<file path="src/design/tiad_pkg.sv">
// tiad_pkg: shared constants, stage types and the arctangent table
// for the interpolated atan2 pipeline
// no dependencies
package tiad_pkg;

    // pipeline shape
    localparam int NUM_STAGES = 10;
    localparam int STG_FRONT  = 0;
    localparam int STG_QUO3   = 1;
    localparam int STG_QUO0   = 4;
    localparam int STG_TABLE  = 5;
    localparam int STG_FRAC2  = 6;
    localparam int STG_FRAC0  = 8;
    localparam int STG_FOLD   = 9;

    localparam logic [3:0] TBL_LAST = 4'd10;

    localparam logic [6:0] DEG_90_7 = 7'd90;
    localparam logic [8:0] DEG_90   = 9'd90;
    localparam logic [8:0] DEG_180  = 9'd180;
    localparam logic [8:0] DEG_270  = 9'd270;
    localparam logic [8:0] DEG_360  = 9'd360;

    // per-word control flags carried down the pipe
    typedef struct packed {
        logic xzero;   // x is zero, angle is fixed
        logic ypos;    // y strictly positive
        logic steep;   // |y| >= |x|, mirror to 90 - v
        logic xneg;
        logic yneg;
    } ctl_t;

    typedef struct packed {
        ctl_t        ctl;
        logic [15:0] den;    // larger magnitude
        logic [19:0] rem;    // running dividend / remainder
        logic [3:0]  quo;    // table index
        logic [5:0]  base;   // table value at index
        logic [2:0]  frac;   // interpolation step
        logic [8:0]  angle;  // final angle
    } stage_t;

    // atan(k/10) in whole degrees
    function automatic logic [5:0] atan_entry(input logic [3:0] idx);
        logic [5:0] val;
        case (idx)
            4'd0:    val = 6'd0;
            4'd1:    val = 6'd6;
            4'd2:    val = 6'd11;
            4'd3:    val = 6'd17;
            4'd4:    val = 6'd22;
            4'd5:    val = 6'd27;
            4'd6:    val = 6'd31;
            4'd7:    val = 6'd35;
            4'd8:    val = 6'd39;
            4'd9:    val = 6'd42;
            default: val = 6'd45;
        endcase
        return val;
    endfunction

endpackage

</file>
<file path="src/design/table_interpolated_atan2_degrees.sv">
// table_interpolated_atan2_degrees: pipelined integer atan2 in whole degrees
// depends on tiad_pkg (stage types, table, angle constants)
//
// usage
//   sample channel: samp_valid / samp_stall carry one word of x_coord, y_coord
//   (signed 16 bit); a word is taken at a clock edge with samp_valid high and
//   samp_stall low
//   angle channel: ang_valid / ang_stall carry angle_deg, 0..360, unsigned
//   a word taken on the sample channel shows on the angle channel from stage 9
//   throughput: one word per cycle while the pipe does not hold; ten register stages, each holding one word
//     stage 0      magnitudes, octant swap, small magnitude times 10
//     stages 1-4   restoring divide, one quotient bit per stage (index 0..10)
//     stage 5      table read and interpolation product
//     stages 6-8   restoring divide of the product, one bit per stage
//     stage 9      add step, mirror for steep vectors, fold into quadrant
//   stall: while the angle word waits (ang_valid high, ang_stall high) the whole
//   pipe holds and samp_stall is high; nothing is dropped or repeated
//   reset: rst_n low clears every valid bit; the pipe comes up empty
module table_interpolated_atan2_degrees (
    input  logic               clk,
    input  logic               rst_n,
    input  logic               samp_valid,
    output logic               samp_stall,
    input  logic signed [15:0] x_coord,
    input  logic signed [15:0] y_coord,
    output logic               ang_valid,
    input  logic               ang_stall,
    output logic        [8:0]  angle_deg
);

    tiad_pkg::stage_t pipe_reg  [tiad_pkg::NUM_STAGES];
    tiad_pkg::stage_t pipe_next [tiad_pkg::NUM_STAGES];
    logic [tiad_pkg::NUM_STAGES-1:0] valid_reg;
    logic [tiad_pkg::NUM_STAGES-1:0] valid_next;
    logic adv;

    // one restoring divide step: compare against den << sh, returns {bit, rem}
    function automatic logic [20:0] div_step(input logic [19:0] rem,
                                             input logic [15:0] den,
                                             input logic [1:0]  sh);
        logic [19:0] shifted;
        shifted = {4'd0, den} << sh;
        if (rem >= shifted)
        begin
            return {1'b1, rem - shifted};
        end
        return {1'b0, rem};
    endfunction

    // whole pipe moves unless the output word is held by the receiver
    assign adv        = !(valid_reg[tiad_pkg::NUM_STAGES-1] && ang_stall);
    assign samp_stall = !adv;
    assign ang_valid  = valid_reg[tiad_pkg::NUM_STAGES-1];
    assign angle_deg  = pipe_reg[tiad_pkg::NUM_STAGES-1].angle;

    assign valid_next = {valid_reg[tiad_pkg::NUM_STAGES-2:0], samp_valid};

    always_comb
    begin
        logic [15:0] ax;
        logic [15:0] ay;
        logic [15:0] small_mag;
        logic [20:0] step;
        logic [3:0]  i0;
        logic [3:0]  i1;
        logic [5:0]  hi;
        logic [2:0]  dlt;
        logic [6:0]  t;
        logic [6:0]  v;
        logic [8:0]  v9;

        for (int s = 0; s < tiad_pkg::NUM_STAGES; s++)
        begin
            pipe_next[s] = pipe_reg[s];
        end

        // front: magnitudes (-32768 maps to 32768 exactly) and octant swap
        ax = x_coord[15] ? $unsigned(-x_coord) : $unsigned(x_coord);
        ay = y_coord[15] ? $unsigned(-y_coord) : $unsigned(y_coord);
        pipe_next[tiad_pkg::STG_FRONT].ctl.xzero = (x_coord == 16'sd0);
        pipe_next[tiad_pkg::STG_FRONT].ctl.ypos  = !y_coord[15] && (y_coord != 16'sd0);
        pipe_next[tiad_pkg::STG_FRONT].ctl.steep = (ay >= ax);
        pipe_next[tiad_pkg::STG_FRONT].ctl.xneg  = x_coord[15];
        pipe_next[tiad_pkg::STG_FRONT].ctl.yneg  = y_coord[15];
        small_mag = (ay >= ax) ? ax : ay;
        pipe_next[tiad_pkg::STG_FRONT].den = (ay >= ax) ? ay : ax;
        pipe_next[tiad_pkg::STG_FRONT].rem = ({4'd0, small_mag} << 3)
                                           + ({4'd0, small_mag} << 1);
        pipe_next[tiad_pkg::STG_FRONT].quo = 4'd0;

        // quotient bits 3..0
        for (int s = tiad_pkg::STG_QUO3; s <= tiad_pkg::STG_QUO0; s++)
        begin
            pipe_next[s] = pipe_reg[s-1];
            step = div_step(pipe_reg[s-1].rem, pipe_reg[s-1].den,
                            2'(tiad_pkg::STG_QUO0 - s));
            pipe_next[s].rem = step[19:0];
            pipe_next[s].quo[2'(tiad_pkg::STG_QUO0 - s)] = step[20];
        end

        // table read; remainder times table step
        pipe_next[tiad_pkg::STG_TABLE] = pipe_reg[tiad_pkg::STG_TABLE-1];
        i0 = (pipe_reg[tiad_pkg::STG_TABLE-1].quo > tiad_pkg::TBL_LAST)
           ? tiad_pkg::TBL_LAST : pipe_reg[tiad_pkg::STG_TABLE-1].quo;
        i1 = (i0 == tiad_pkg::TBL_LAST) ? tiad_pkg::TBL_LAST : i0 + 4'd1;
        pipe_next[tiad_pkg::STG_TABLE].base = tiad_pkg::atan_entry(i0);
        hi  = tiad_pkg::atan_entry(i1);
        dlt = 3'(hi - tiad_pkg::atan_entry(i0));
        pipe_next[tiad_pkg::STG_TABLE].rem =
            {17'd0, dlt} * {4'd0, pipe_reg[tiad_pkg::STG_TABLE-1].rem[15:0]};
        pipe_next[tiad_pkg::STG_TABLE].frac = 3'd0;

        // interpolation step bits 2..0
        for (int s = tiad_pkg::STG_FRAC2; s <= tiad_pkg::STG_FRAC0; s++)
        begin
            pipe_next[s] = pipe_reg[s-1];
            step = div_step(pipe_reg[s-1].rem, pipe_reg[s-1].den,
                            2'(tiad_pkg::STG_FRAC0 - s));
            pipe_next[s].rem = step[19:0];
            pipe_next[s].frac[2'(tiad_pkg::STG_FRAC0 - s)] = step[20];
        end

        // mirror and quadrant fold
        pipe_next[tiad_pkg::STG_FOLD] = pipe_reg[tiad_pkg::STG_FOLD-1];
        t  = {1'b0, pipe_reg[tiad_pkg::STG_FOLD-1].base}
           + {4'd0, pipe_reg[tiad_pkg::STG_FOLD-1].frac};
        v  = pipe_reg[tiad_pkg::STG_FOLD-1].ctl.steep ? tiad_pkg::DEG_90_7 - t : t;
        v9 = {2'd0, v};
        case ({pipe_reg[tiad_pkg::STG_FOLD-1].ctl.xneg,
               pipe_reg[tiad_pkg::STG_FOLD-1].ctl.yneg})
            2'b00:   pipe_next[tiad_pkg::STG_FOLD].angle = v9;
            2'b10:   pipe_next[tiad_pkg::STG_FOLD].angle = tiad_pkg::DEG_180 - v9;
            2'b01:   pipe_next[tiad_pkg::STG_FOLD].angle = tiad_pkg::DEG_360 - v9;
            default: pipe_next[tiad_pkg::STG_FOLD].angle = tiad_pkg::DEG_180 + v9;
        endcase
        if (pipe_reg[tiad_pkg::STG_FOLD-1].ctl.xzero)
        begin
            pipe_next[tiad_pkg::STG_FOLD].angle =
                pipe_reg[tiad_pkg::STG_FOLD-1].ctl.ypos ? tiad_pkg::DEG_90
                                                         : tiad_pkg::DEG_270;
        end
    end

    always_ff @(posedge clk or negedge rst_n)
    begin
        if (!rst_n)
        begin
            valid_reg <= '0;
        end
        else if (adv)
        begin
            valid_reg <= valid_next;
        end
    end

    // payload, no reset
    always_ff @(posedge clk)
    begin
        if (adv)
        begin
            pipe_reg <= pipe_next;
        end
    end

    // a nonzero x always leaves a nonzero divisor
    assert property (@(posedge clk) disable iff (!rst_n)
        valid_reg[tiad_pkg::STG_FRONT] && !pipe_reg[tiad_pkg::STG_FRONT].ctl.xzero
        |-> pipe_reg[tiad_pkg::STG_FRONT].den != 16'd0)
        else $error("zero divisor with nonzero x");

    // index division ends with a proper remainder and index in table range
    assert property (@(posedge clk) disable iff (!rst_n)
        valid_reg[tiad_pkg::STG_QUO0] && !pipe_reg[tiad_pkg::STG_QUO0].ctl.xzero
        |-> (pipe_reg[tiad_pkg::STG_QUO0].rem < {4'd0, pipe_reg[tiad_pkg::STG_QUO0].den})
            && (pipe_reg[tiad_pkg::STG_QUO0].quo <= tiad_pkg::TBL_LAST))
        else $error("index divide out of range");

    // interpolation step stays below the largest table gap
    assert property (@(posedge clk) disable iff (!rst_n)
        valid_reg[tiad_pkg::STG_FRAC0] && !pipe_reg[tiad_pkg::STG_FRAC0].ctl.xzero
        |-> (pipe_reg[tiad_pkg::STG_FRAC0].rem < {4'd0, pipe_reg[tiad_pkg::STG_FRAC0].den})
            && (pipe_reg[tiad_pkg::STG_FRAC0].frac <= 3'd5))
        else $error("interpolation divide out of range");

    // an offered angle word stays within 0..360
    assert property (@(posedge clk) disable iff (!rst_n)
        ang_valid |-> angle_deg <= tiad_pkg::DEG_360)
        else $error("angle above 360");

endmodule
</file>
<file path="config.mk">
export PLATFORM = sky130hd
export DESIGN_NAME = table_interpolated_atan2_degrees
export DESIGN_NICKNAME = d
export VERILOG_FILES = /design/src/design/tiad_pkg.sv /design/src/design/table_interpolated_atan2_degrees.sv
export SDC_FILE = /design/constraint.sdc
export NUM_CORES = 1
export LEC_CHECK = 0
export ABC_AREA = 1
export BUFFER_PORTS_ARGS = -buffer_cell sky130_fd_sc_hd__buf_2
export CAP_MARGIN = 20
export CORE_UTILIZATION = 35
export CTS_BUF_LIST = sky130_fd_sc_hd__clkbuf_4 sky130_fd_sc_hd__clkbuf_8 sky130_fd_sc_hd__clkbuf_16
export DETAILED_ROUTE_END_ITERATION = 10
export PLACE_DENSITY_LB_ADDON = 0.05
export SLEW_MARGIN = 20
export SYNTH_ARGS = -nofsm -noshare
export SYNTH_HDL_FRONTEND = slang
export SYNTH_SLANG_ARGS = --single-unit
</file>
<file path="constraint.sdc">
create_clock -name clk -period 13.1 [get_ports clk]
set_input_delay 0.655 -clock clk [delete_from_list [all_inputs] [get_ports clk]]
set_output_delay 0.655 -clock clk [all_outputs]
set_load 0.01 [all_outputs]
</file>
==> results by group, run 1 <==
Status
  – Status: finished, final reports clean

Global route
  – GRT Total Usage: 14.1%
  – First-pass GRT wire length: 71400 µm
  – Vias in the first global route: 14635
  – Antenna violations before repair: 0
  – Largest net degree at the start of global routing: 165
  – GRT overflow: 0

Final layout
  – Fraction of layout cells with a size suffix above 1: 9.39%
  – Final instance area: 24200 µm²
  – Number of flip-flops in the largest register: 199
  – N_diodes: 0
  – Synth-to-layout area growth: 11.5%
  – Nets: 2494
  – Fillcell total: 5991

Worst setup path
  – Setup CP Type: in2reg
  – Largest stage delay, worst path: 0.52 ns
  – CP endpoint kind: flip-flop
  – CP max-delay cell: o21ai_0
  – Crit path required time: 13.42 ns
  – Crit path DAT: 5.72 ns
  – Startpoint Class: input pin
  – Crit Path Max Fanout: 58

Clock tree
  – Longest Clk Path Bufs: 3
  – Post-CTS Setup Bufs: 0
  – # H-tree levels: 2
  – CTS tree: done
  – Clock transition at the registers of the reported paths: 0.06 ns
  – Skew-Pair Late Insertion Delay: 0.57 ns
  – Root Driver: clkbuf_16
  – Post-CTS Hold Fix Bufs: 1
  – CTS sink count: 369
  – CTS Buf Count: 45
  – Resized cells post-CTS: 0

Placement
  – Dpl hpwl: 33200 µm
  – Dpl cell area: 22700 µm²
  – Gpl congestion: 0.807
  – Port Buffers: 46

Route
  – 1st-iter DRT viols: 611
  – Routed WL per cell: 14.2 µm
  – Vias: 14376
  – Number of antenna-violating nets in the routed design: 0
  – Drt drc: 0
  – Vias/cell: 4.66
  – Drt total wl: 43600 µm
  – DR pass1 iterations: 5

Logic synthesis
  – Post-synthesis simple-gate area fraction: 14.9%
  – Synthesized area per cell: 9.80 µm²
  – Top cells by count, synth: 393 x nand2_1, 359 x edfxtp_1, 334 x inv_1, 168 x a21oi_1, 168 x ha_1
  – Mapped Area: 21700 µm²
  – Adder-Cell Fraction of Synth Area: 11.8%
  – Synthesis-stage register bit count: 369
  – Distinct cells, synth: 57
  – Synth Warn #: 0
  – Asr flop ratio synth: 2.71%
  – Post-Synthesis Cells: 2212
  – Multiplexer area fraction after synthesis: 0%
  – Post-synth EDFFs: 359
  – Synth Area in XOR/XNOR: 5.45%
  – Top-count cell post-synth: nand2_1
  – Cell taking the most area after synthesis: edfxtp_1
  – Post-synthesis compound-gate area fraction: 9.47%
  – Area share of the largest cell type after synthesis: 49.7%
  – Largest cells by area after synthesis: edfxtp_1 50%, ha_1 9.7%, nand2_1 6.8%, inv_1 5.8%, a21oi_1 3.9%
  – Main combinational cell family by area after synthesis: simple AND/OR/NAND/NOR gates
  – Part of the Yosys area used for sequential elements: 50.9%
  – Net count after synthesis: 2439
  – Ys flop type: edfxtp_1

Floorplanning
  – Io pins: 47
  – Die height: 251 µm
  – Initial Util: 35.7%
  – Die X: 251 µm
  – DIE AREA: 63000 µm²
  – # rows: 90
  – Core area: 60800 µm²

STA
  – Max Fclk: 185 MHz
  – Fin Setup TNS: 0 ns
  – Worst slew pin tran: 0.955 ns
  – Period utilisation layout: 41.3%
  – Fin. Hold Viols: 0
  – Setup-failing EPs final: 0
  – RSZ-0062 raised after global routing: false
  – Final Skew: 0.0171 ns
  – Fin. max-slew vios: 0
  – Min Tclk post-route: 5.41 ns
  – Worst rel slew slack: 36.2%

Min path
  – Hold WC Path Type: in2reg

Flow run
  – Maxcap violations: 0
cells by family (layout without fill, tap and decap cells):
logic type      Yosys count  count (layout)
compound gates          372             372
xor+xnor                135             135
fa+ha+maj               191             191
buf+inv                 401             490
flops                   369             369
simple gates            744             744
path summary, 6_finish.rpt:
path | startpoint | endpoint | slack (ns) | depth (start not counted)
worst max-delay path | y_coord[0] | pipe_reg[606]$_DFFE_PN_ | 7.69 | 30
worst min-delay path | samp_valid | valid_reg[0]$_DFFE_PN0N_ | 0.31 | 3
worst max register to register | pipe_next[271]$_DFFE_PN_ | pipe_reg[292]$_DFFE_PN_ | 8.37 | 24
worst min register to register | pipe_next[121]$_DFFE_PN_ | pipe_next[58]$_DFFE_PN_ | 0.41 | 0
max in group asynchronous | rst_n | valid_reg[3]$_DFFE_PN0N_ | 12.41 | 2
min in group asynchronous | rst_n | valid_reg[8]$_DFFE_PN0N_ | 0.49 | 2
per-layer routing:
layer / wire (µm) / GRT usage [%]
met2: 22500 / 26.7
met3: 1340 / 2.43
met1: 17700 / 15.0
met5: 0 / 0
met4: 2070 / 6.93
critical path, delay by kind of cell:
| kind | cells | cell delay, ns |
|---|---|---|
| buf+inv | 4 | 0.44 |
| simple gates | 18 | 2.07 |
| fa+ha+maj | 4 | 1.12 |
| compound gates | 3 | 1.15 |
| xor+xnor | 1 | 0.28 |
cell usage in the layout, fill, tap and decap left out, drive strengths merged, types with 58 or more instances in the layout:
cell	count
a21oi	170
edfxtp	359
ha	168
inv	358
nand2	438
nand3	79
nor2	164
o21ai	141
xnor2	58
xor2	77
area by class of cell:
cell class	instances	area, µm²	area share, %
Inverter	357	1340	5.54
Clock inverter	24	223	0.921
Clock buffer	57	1250	5.17
Multi-Input combinational cell	1442	9050	37.4
Tap cell	782	978	4.05
Timing Repair Buffer	52	303	1.25
Sequential cell	369	11000	45.6
metrics by stage:
stage | cells | util [%] | hold slack [ns] | setup slack [ns]
global route | 3083 | 39.8 | 0.350 | 6.99
floorplan | 2212 | - | 0.359 | 1.56
CTS | 3083 | 39.8 | 0.266 | 7.73
global placement | 3001 | 37.3 | 0.401 | 7.24
finish | 3083 | 39.8 | 0.310 | 7.69
detailed placement | 3001 | 37.3 | 0.405 | 7.14
Power of run 1 is not shown: default switching activity piles up to over one toggle a cycle in this logic, so the estimate is an artifact.
==> run 2, diff against run 1 <==
--- a/config.mk
+++ b/config.mk
@@ -5,7 +5,7 @@
 export SDC_FILE = /design/constraint.sdc
 export NUM_CORES = 1
 export LEC_CHECK = 0
-export ABC_AREA = 1
+export ABC_AREA = 0
 export BUFFER_PORTS_ARGS = -buffer_cell sky130_fd_sc_hd__buf_2
 export CAP_MARGIN = 20
 export CORE_UTILIZATION = 35
==> constraint.sdc (replaced) <==
create_clock -name clk -period 5.4 [get_ports clk]
set_input_delay 0.27 -clock clk [delete_from_list [all_inputs] [get_ports clk]]
set_output_delay 0.27 -clock clk [all_outputs]
set_load 0.01 [all_outputs]
==> results by group, run 2 <==
Status
  – Status: finished, violations left
  – Failing checks: negative setup slack

Global route
  – Largest net degree at the start of global routing: 125 (-24%)
  – Vias in the first global route: 14700 (+0.44%)
  – GRT overflow: 0 (unchanged)
  – First-pass GRT wire length: 76500 µm (+7.2%)
  – GRT Total Usage: 15.2% (+1.2 points)
  – Antenna violations before repair: 0 (unchanged)

Final layout
  – Reg area: 11000 µm² (unchanged)
  – Commonest non-fill, non-tap cell in the layout: edfxtp_1
  – Nets: 2404 (-3.6%)
  – Number of flip-flops in the largest register: 199 (unchanged)
  – Fillcell total: 5892 (-1.7%)
  – Post-Layout Cell Count: 3051 (-1.0%)
  – Area of the multi-input gates: 9920 µm² (+9.6%)
  – Synth-to-layout area growth: 19.2%
  – N_diodes: 0 (unchanged)
  – Fraction of layout cells with a size suffix above 1: 17.0% (+7.6 points)
  – Most frequent cells in the layout: 359 x edfxtp_1, 244 x inv_1, 163 x ha_1

Placement
  – Inst Count DP: 2955 (-1.5%)
  – Port Buffers: 46 (unchanged)
  – Place WS: -0.819 ns (-7.96 ns)
  – Dpl hpwl: 36400 µm (+9.5%)
  – Gpl congestion: 0.851 (+5.5%)

STA
  – Max Fclk: 183 MHz
  – Smallest setup slack after layout: -0.0619 ns (-7.75 ns)
  – Fin. max-slew vios: 0 (unchanged)
  – Setup-failing EPs final: 3 (+3)
  – Final Skew: 0.0292 ns (+0.0120 ns)
  – Period utilisation layout: 101%
  – Worst rel slew slack: 34.7% (-1.5 points)
  – Worst slew pin tran: 0.971 ns (+0.0159 ns)
  – Fin. Hold Viols: 0 (unchanged)
  – Min Tclk post-route: 5.46 ns
  – RSZ-0062 raised after global routing: true

Logic synthesis
  – Multiplexer area fraction after synthesis: 2.00% (+2.0 points)
  – Distinct cells, synth: 83 (+46%)
  – Ys flop type: edfxtp_1
  – Synthesized area per cell: 10.9 µm² (+12%)
  – Post-synth EDFFs: 359 (unchanged)
  – Top cells by count, synth: 359 x edfxtp_1, 250 x inv_1, 168 x ha_1, 160 x a21oi_1, 145 x nor2_1
  – Largest cells by area after synthesis: edfxtp_1 50%, ha_1 9.7%, inv_1 4.3%, a21oi_1 3.7%, xnor2_1 3.5%
  – Main combinational cell family by area after synthesis: compound AO/OA/AOI/OAI gates
  – Mapped Area: 21800 µm² (+0.37%)
  – Adder-Cell Fraction of Synth Area: 11.9% (+0.049 points)
  – Asr flop ratio synth: 2.71% (unchanged)
  – Net count after synthesis: 2215 (-9.2%)
  – Cell taking the most area after synthesis: edfxtp_1
  – Synth Warn #: 0 (unchanged)
  – Part of the Yosys area used for sequential elements: 50.7% (-0.19 points)
  – Post-Synthesis Cells: 1988 (-10%)
  – Top-count cell post-synth: edfxtp_1
  – Synth Area in XOR/XNOR: 5.78% (+0.33 points)
  – Post-synthesis compound-gate area fraction: 13.3% (+3.9 points)
  – Post-synthesis simple-gate area fraction: 10.9% (-4.0 points)
  – Synthesis-stage register bit count: 369 (unchanged)
  – Area share of the largest cell type after synthesis: 49.5% (-0.18 points)

Route
  – Number of antenna-violating nets in the routed design: 0 (unchanged)
  – Drt drc: 0 (unchanged)
  – DR pass1 iterations: 4 (-1)
  – Routed WL per cell: 15.8 µm (+11%)
  – 1st-iter DRT viols: 560 (-8.3%)
  – Drt total wl: 48100 µm (+10%)
  – Vias: 14677 (+2.1%)
  – Vias/cell: 4.81 (+3.2%)

Floorplanning
  – Core area: 61600 µm² (+1.3%)
  – Die height: 251 µm (+0.18%)
  – Initial Util: 35.3% (-0.33 points)
  – Io pins: 47 (unchanged)
  – Die X: 251 µm (+0.18%)
  – # rows: 91 (+1.1%)
  – DIE AREA: 63200 µm² (+0.37%)

Clock tree
  – Root Driver: clkbuf_16
  – Clock transition at the registers of the reported paths: 0.06 ns (about the same)
  – CTS tree: done
  – CTS sink count: 369 (unchanged)
  – CTS Buf Count: 45 (unchanged)
  – Longest Clk Path Bufs: 3 (unchanged)
  – # H-tree levels: 2 (unchanged)
  – Skew-Pair Late Insertion Delay: 0.59 ns (+0.02 ns)

Worst setup path
  – End of the worst register-to-register path: pipe_reg[290]$_DFFE_PN_
  – Crit path DAT: 5.77 ns (+0.05 ns)
  – Crit path required time: 5.71 ns (-7.71 ns)
  – FF-to-FF path depth: 20 (-17%)
  – CP max-delay cell: or4b_4
  – Setup CP Type: in2reg
  – CP endpoint: pipe_reg[607]$_DFFE_PN_
  – Crit Path Max Fanout: 6 (-90%)
  – CP startpoint: y_coord[1]
  – Startpoint Class: input pin
  – CP endpoint kind: flip-flop
  – Largest stage delay, worst path: 0.49 ns (-0.03 ns)
  – Most Frequent Cell on Critical Path: ha_4
  – Internal reg-to-reg setup slack: 0.53 ns (-7.84 ns)
  – Worst R2R Start: pipe_next[271]$_DFFE_PN_

Flow run
  – Maxcap violations: 0 (unchanged)

Min path
  – Hold WC Path Type: in2async
-- run 2: final cells by class --
type,count,area share (%)
inverter,253,3.69
tap,837,4.03
sequential,369,42.5
clock buffer,48,4.43
timing repair buffer,192,5.55
multi-input combinational,1316,38.2
clock inverter,36,1.56
-- run 2: kinds of logic after synthesis --
logic type,after synthesis
and+or+nand+nor,487
DFF,369
muxes,41
buffers and inverters,303
AOI/OAI and AO/OA,453
xor gates and xnor gates,142
adders and majority gates,193
-- run 2: worst min-delay path by stage --
stage,from,endpoint,slack (ns),depth (start not counted)
CTS,rst_n,valid_reg[0]$_DFFE_PN0N_,0.04,2
global route,rst_n,valid_reg[9]$_DFFE_PN0N_,0.08,2
floorplan,rst_n,valid_reg[0]$_DFFE_PN0N_,-0.03,0
finish,rst_n,valid_reg[9]$_DFFE_PN0N_,0.08,2
detailed placement,rst_n,valid_reg[0]$_DFFE_PN0N_,0.14,1
global placement,rst_n,valid_reg[0]$_DFFE_PN0N_,0.13,1
-- run 2: worst max-delay path, delay by kind of cell --
family	cells	cell delay (ns)
AO/OA/AOI/OAI	13	2.45
XOR/XNOR	1	0.19
adder cells (fa/ha/maj)	4	0.96
AND/OR/NAND/NOR	7	1.17
buffers and inverters	7	0.72
-- run 2: metal layers --
| metal | vias up | global-route usage [%] | share of wire (%) |
|---|---|---|---|
| li1 | 7508 | - | - |
| met1 | 6966 | 18.8 | 45 |
| met2 | 137 | 27.2 | 50 |
| met3 | 66 | 2.22 | 2.4 |
| met4 | 0 | 5.02 | 2.4 |
| met5 | - | 0 | 0 |
-- run 2: stage by stage --
step | TNS (ns) | util, % | hold WS, ns | cell area (µm²)
final | -0.132 | 42.1 | 0.0761 | 26000
after global routing | -1.46 | 42.1 | 0.0758 | 26000
after CTS | -0.00000178 | 41.6 | 0.0368 | 25600
after detailed placement | -6.68 | 39.0 | 0.142 | 24000
after global placement | -5.39 | 39.0 | 0.130 | 24000
after floorplan | -2.87 | - | -0.0256 | 21900
-- run 2: timing repair --
item,in CTS,in global routing
hold buffers,2,0
setup buffers,1,8
hold endpoints to repair,11,0
cloned,0,1
resized for setup,13,51
setup endpoints to repair,7,8
pin swaps,4,32
Power of run 2 is left out for the same reason.
